[config.mk]
export PLATFORM = sky130hd
export DESIGN_NAME = ascm_ram
export DESIGN_NICKNAME = d
export VERILOG_FILES = /design/src/ascm_ram.sv
export SDC_FILE = /design/constraint.sdc
export NUM_CORES = 2
export LEC_CHECK = 0
export ABC_CLOCK_PERIOD_IN_PS = 2600
export BUFFER_PORTS_ARGS = -buffer_cell sky130_fd_sc_hd__buf_2
export CAP_MARGIN = 0
export CORE_ASPECT_RATIO = 2
export CORE_MARGIN = 3
export CORE_UTILIZATION = 50
export CTS_CLUSTER_DIAMETER = 150
export DETAILED_ROUTE_END_ITERATION = 10
export PLACE_DENSITY = 0.76
export SYNTH_ARGS = -nofsm -noshare
export SYNTH_HDL_FRONTEND = slang
export SYNTH_SLANG_ARGS = --single-unit
[constraint.sdc]
create_clock -name clock -period 2.6 [get_ports clock]
set_input_delay 0 -clock clock [delete_from_list [all_inputs] [get_ports clock]]
set_output_delay 0 -clock clock [all_outputs]
set_load 0.005 [all_outputs]
[src/ascm_ram.sv]
// ----------------------------------------------------------------------------
// ascm_ram: generic single-port-write, single-port-read RAM
// One write and one read per cycle; the read data is registered.
// ----------------------------------------------------------------------------
module ascm_ram #(
   parameter int WIDTH = 8,
   parameter int DEPTH = 256
) (
   input  logic                     clock,
   input  logic                     wr_en,
   input  logic [$clog2(DEPTH)-1:0] wr_addr,
   input  logic [WIDTH-1:0]         wr_data,
   input  logic                     rd_en,
   input  logic [$clog2(DEPTH)-1:0] rd_addr,
   output logic [WIDTH-1:0]         rd_data
);

   logic [WIDTH-1:0] mem_ff [DEPTH];
   logic [WIDTH-1:0] rd_data_ff;

   always_ff @(posedge clock) begin
      if (wr_en) begin
         mem_ff[wr_addr] <= wr_data;
      end
      if (rd_en) begin
         rd_data_ff <= mem_ff[rd_addr];
      end
   end

   assign rd_data = rd_data_ff;

endmodule

==> reports/qor.csv <==
stage,metric,value,unit
floorplanning,die-width,288,um
synth,syn-num-nets,3760,
timing,fin_crit_sh,100,%
synth,ys_types,54,
grt,grt_pass1_vias,42900,
grt,grt_busiest_layer,met2,
detailed_routing,routed_via_density,6.40,
detailed_routing,wl_per_cell,32.2,um
timing,period_needed,2.61,ns
worst_setup_path,rrSetupSlack,-0.01,ns
grt,grt_pass1_wl,302000,um
synth,synth_seq_cells,2056,
placed_design,port_buffers,34,
floorplanning,die_y,570,um
floorplanning,num_rows,206,
cells_and_area,drive_above_1_share,29.7,%
timing,rsz0062_at_grt,false,
timing,layout_setup_ws,-0.0104,ns
worst_setup_path,r2r-end,rd_data[1],
cells_and_area,final_area,91500,um2
timing,fin_skew,0.0528,ns
floorplanning,coreArea,158000,um2
detailed_routing,drt_iter0_markers,4997,
worst_setup_path,setup.worst_path.class,flop to flop,
synth,syn_area,79600,um2
cells_and_area,layout.nets,4304,
worst_setup_path,path_common_cell,nor4_1,
power,swShare,21.0,%
floorplanning,design.portCount,35,
grt,grt_util_met2,46.1,%
grt,grt_max_degree,93,
synth,synth-async-reset-ratio,0,%
cts,htreeDepth,4,
worst_setup_path,ff2ff_path_depth,6,
detailed_routing,wirelength,209000,um
cts,numCtsBuffers,168,
power,p_comb_share,5.7,%
worst_setup_path,crit_fanout,1,
synth,synth_cells,3733,
power,power_leakage,29.2,nW
worst_setup_path,start_kind,flop,
worst_setup_path,crit_arrival,3.17,ns
cts,clk_latency,0.82,ns
cts,cts_tree,yes,
placed_design,place_hpwl,138000,um
detailed_routing,dr.pass1.iters,6,
min_path,hold_class,input pin to flop,
worst_setup_path,endpoint_kind,flop,
timing,timing.slew.headroom,40.8,%
cells_and_area,syn_to_final_growth,14.9,%
power,seq_power_share,56.2,%
power,power_density,711,nW/um2
timing,worst_pin_slew,0.885,ns
cts,clockRootBuffer,clkbuf_16,
job,cap_violations,0,
timing,fmax,383,MHz
cts,ctsLongestPathBuffers,4,
detailed_routing,dr_total_vias,41500,
worst_setup_path,worstReg2RegStart,mem_ff[240][1],
synth,seq_area_frac_synth,77.5,%
grt,antenna_found_initial,10,
placed_design,place.gp.congestion,0.956,
grt,grt.total_usage,25.8,%
cts,cts_setup_buffers,0,
timing,hold_ws,0.0454,ns
min_path,min_from,wr_addr[7],
power,power.share.clock,38.1,%
timing,hold_viol,0,
timing,setup_violations,1,
detailed_routing,ant_nets,0,
placed_design,place_area,86000,um2
run_status,status,"finished, violations left",
worst_setup_path,slowest_stage,mux4_2,
grt,grtUsageMet1,28.1,%
power,intPower,51.4,mW
timing,maxSlewViolCount,0,
synth,yosys_warnings,0,
cts,cts.sinks,2056,
floorplanning,initial_utilization,50.4,%
min_path,holdPathStages,4,
placed_design,pre_cts_ws,-0.647,ns
worst_setup_path,path_cells,"mux4_2, a22oi_1, a21oi_1, nor4_1, buf_4, nor4_1",
worst_setup_path,critPathBufInv,1,
detailed_routing,drc,0,
run_status,violations,setup timing,
power,p_switching,13.7,mW
cells_and_area,fill_cells,10800,
worst_setup_path,crit_family,compound AO/OA/AOI/OAI gates,
grt,globalRouteOverflowTotal,0,
synth,synth_ff_type,edfxtp_1,
worst_setup_path,worst-path-stages,6,
cts,path_clk_slew,0.07,ns
timing,tns,-0.0104,ns
floorplanning,dieArea,164000,um2
worst_setup_path,cp.required,3.16,ns
power,vdd_ir_drop_max,0.518,mV
min_path,holdPathEnd,mem_ff[32][5],
synth,synth_edf_count,2056,
grt,grt_use_met3,3.53,%
synth,syn_area_per_cell,21.3,um2
worst_setup_path,slowest_delay,0.53,ns
-- Yosys cell counts, types with 3 or more instances --
cell / instances / area share [%]
o22ai_1: 28 / 0.22
o211ai_1: 10 / 0.094
a22oi_1: 133 / 1.3
nor4_2: 3 / 0.047
edfxtp_1: 2056 / 78
nand2_1: 33 / 0.16
mux4_2: 454 / 13
nor2_1: 282 / 1.3
nor2b_1: 31 / 0.24
nor4_1: 24 / 0.19
clkbuf_1: 111 / 0.52
o22a_1: 5 / 0.055
buf_12: 8 / 0.20
buf_8: 13 / 0.25
and2_1: 6 / 0.047
a21oi_1: 96 / 0.60
o221ai_1: 46 / 0.51
buf_6: 21 / 0.30
buf_1: 22 / 0.10
o32ai_1: 4 / 0.044
a211oi_1: 16 / 0.15
nand4_1: 10 / 0.079
buf_4: 27 / 0.25
nand3_1: 34 / 0.21
o21ai_0: 10 / 0.063
nor3_1: 22 / 0.14
buf_2: 31 / 0.19
a221oi_1: 13 / 0.14
or2_2: 4 / 0.031
mux2i_1: 134 / 1.7
nand2b_1: 8 / 0.063
a22o_1: 8 / 0.088
-- state kept, by name, summed over array words and instances, names as in the netlist --
| name | flops |
|---|---|
| mem_ff | 2048 |
| rd_data | 8 |
-- worst max-delay path by stage --
stage / to / startpoint
floorplan: rd_data[2] / rd_addr[0]
global placement: rd_data[3] / rd_addr[0]
detailed placement: rd_data[1] / rd_addr[0]
CTS: rd_data[5] / mem_ff[82][5]
global route: rd_data[1] / mem_ff[240][1]
finish: rd_data[1] / mem_ff[240][1]
-- worst min-delay path, delay by kind of cell --
family	cells	cell delay, ns
simple gates	3	0.50
buf+inv	1	0.15
-- cell type report --
type | instances | area (um2) | share of cell area [%]
sequential | 2056 | 61700 | 67.5
multi-input combinational | 1442 | 16600 | 18.1
timing repair buffer | 607 | 5340 | 5.84
clock buffer | 195 | 4370 | 4.78
tap | 2080 | 2600 | 2.84
clock inverter | 97 | 853 | 0.933
antenna | 10 | 25.0 | 0.0274
inverter | 2 | 7.51 | 0.00821
-- repair_timing --
action,4_1_cts,5_1_grt
resized for setup,7,4
pin swaps,0,1
hold buffers,20,0
setup endpoints to repair,6,4
endpoints found under the hold margin,852,0
-- layer usage --
layer | share of wire (%) | vias to the layer above
met1 | 30 | 21600
met5 | 0.0062 | -
met3 | 7.9 | 724
met2 | 54 | 2488
met4 | 8.6 | 2
li1 | - | 16700
-- cell families (layout without fill, tap and decap cells) --
group | after synthesis | count (layout) | share of synthesized area [%]
flops | 2056 | 2056 | 77.5
mux | 591 | 591 | 14.6
simple gates | 466 | 466 | 2.63
compound gates | 385 | 385 | 3.42
buf+inv | 235 | 901 | 1.83
other cells | 0 | 10 | 0
-- cell usage in the layout (no fill, tap or decap), drive strengths merged, types with 22 or more instances in the layout --
cell / n
nor3: 22
o22ai: 28
a22oi: 133
o221ai: 47
mux2i: 134
clkbuf: 203
clkinv: 70
nand2: 33
nand3: 34
edfxtp: 2056
nor2b: 31
a21oi: 96
buf: 579
nor2: 282
mux4: 456
nor4: 27
-- power by group through the flow --
stage / combinational (mW) / sequential (mW) / clock, mW
global placement: 3.58 / 37.3 / 0
detailed placement: 3.64 / 37.3 / 0
finish: 3.72 / 36.6 / 24.8
floorplan: 1.78 / 37.3 / 0
global route: 3.85 / 36.5 / 26.2
CTS: 3.70 / 36.6 / 25.0
-- stage by stage --
stage                     instances  power, mW  utilization [%]
after floorplan                3733       39.1                -
after global placement         6167       40.9             54.4
after detailed placement       6167       40.9             54.4
after CTS                      6479       65.3             57.9
after global routing           6481       66.6             57.9
final                          6489       65.1             57.9
No activity file was read; power rests on OpenSTA's default activity.
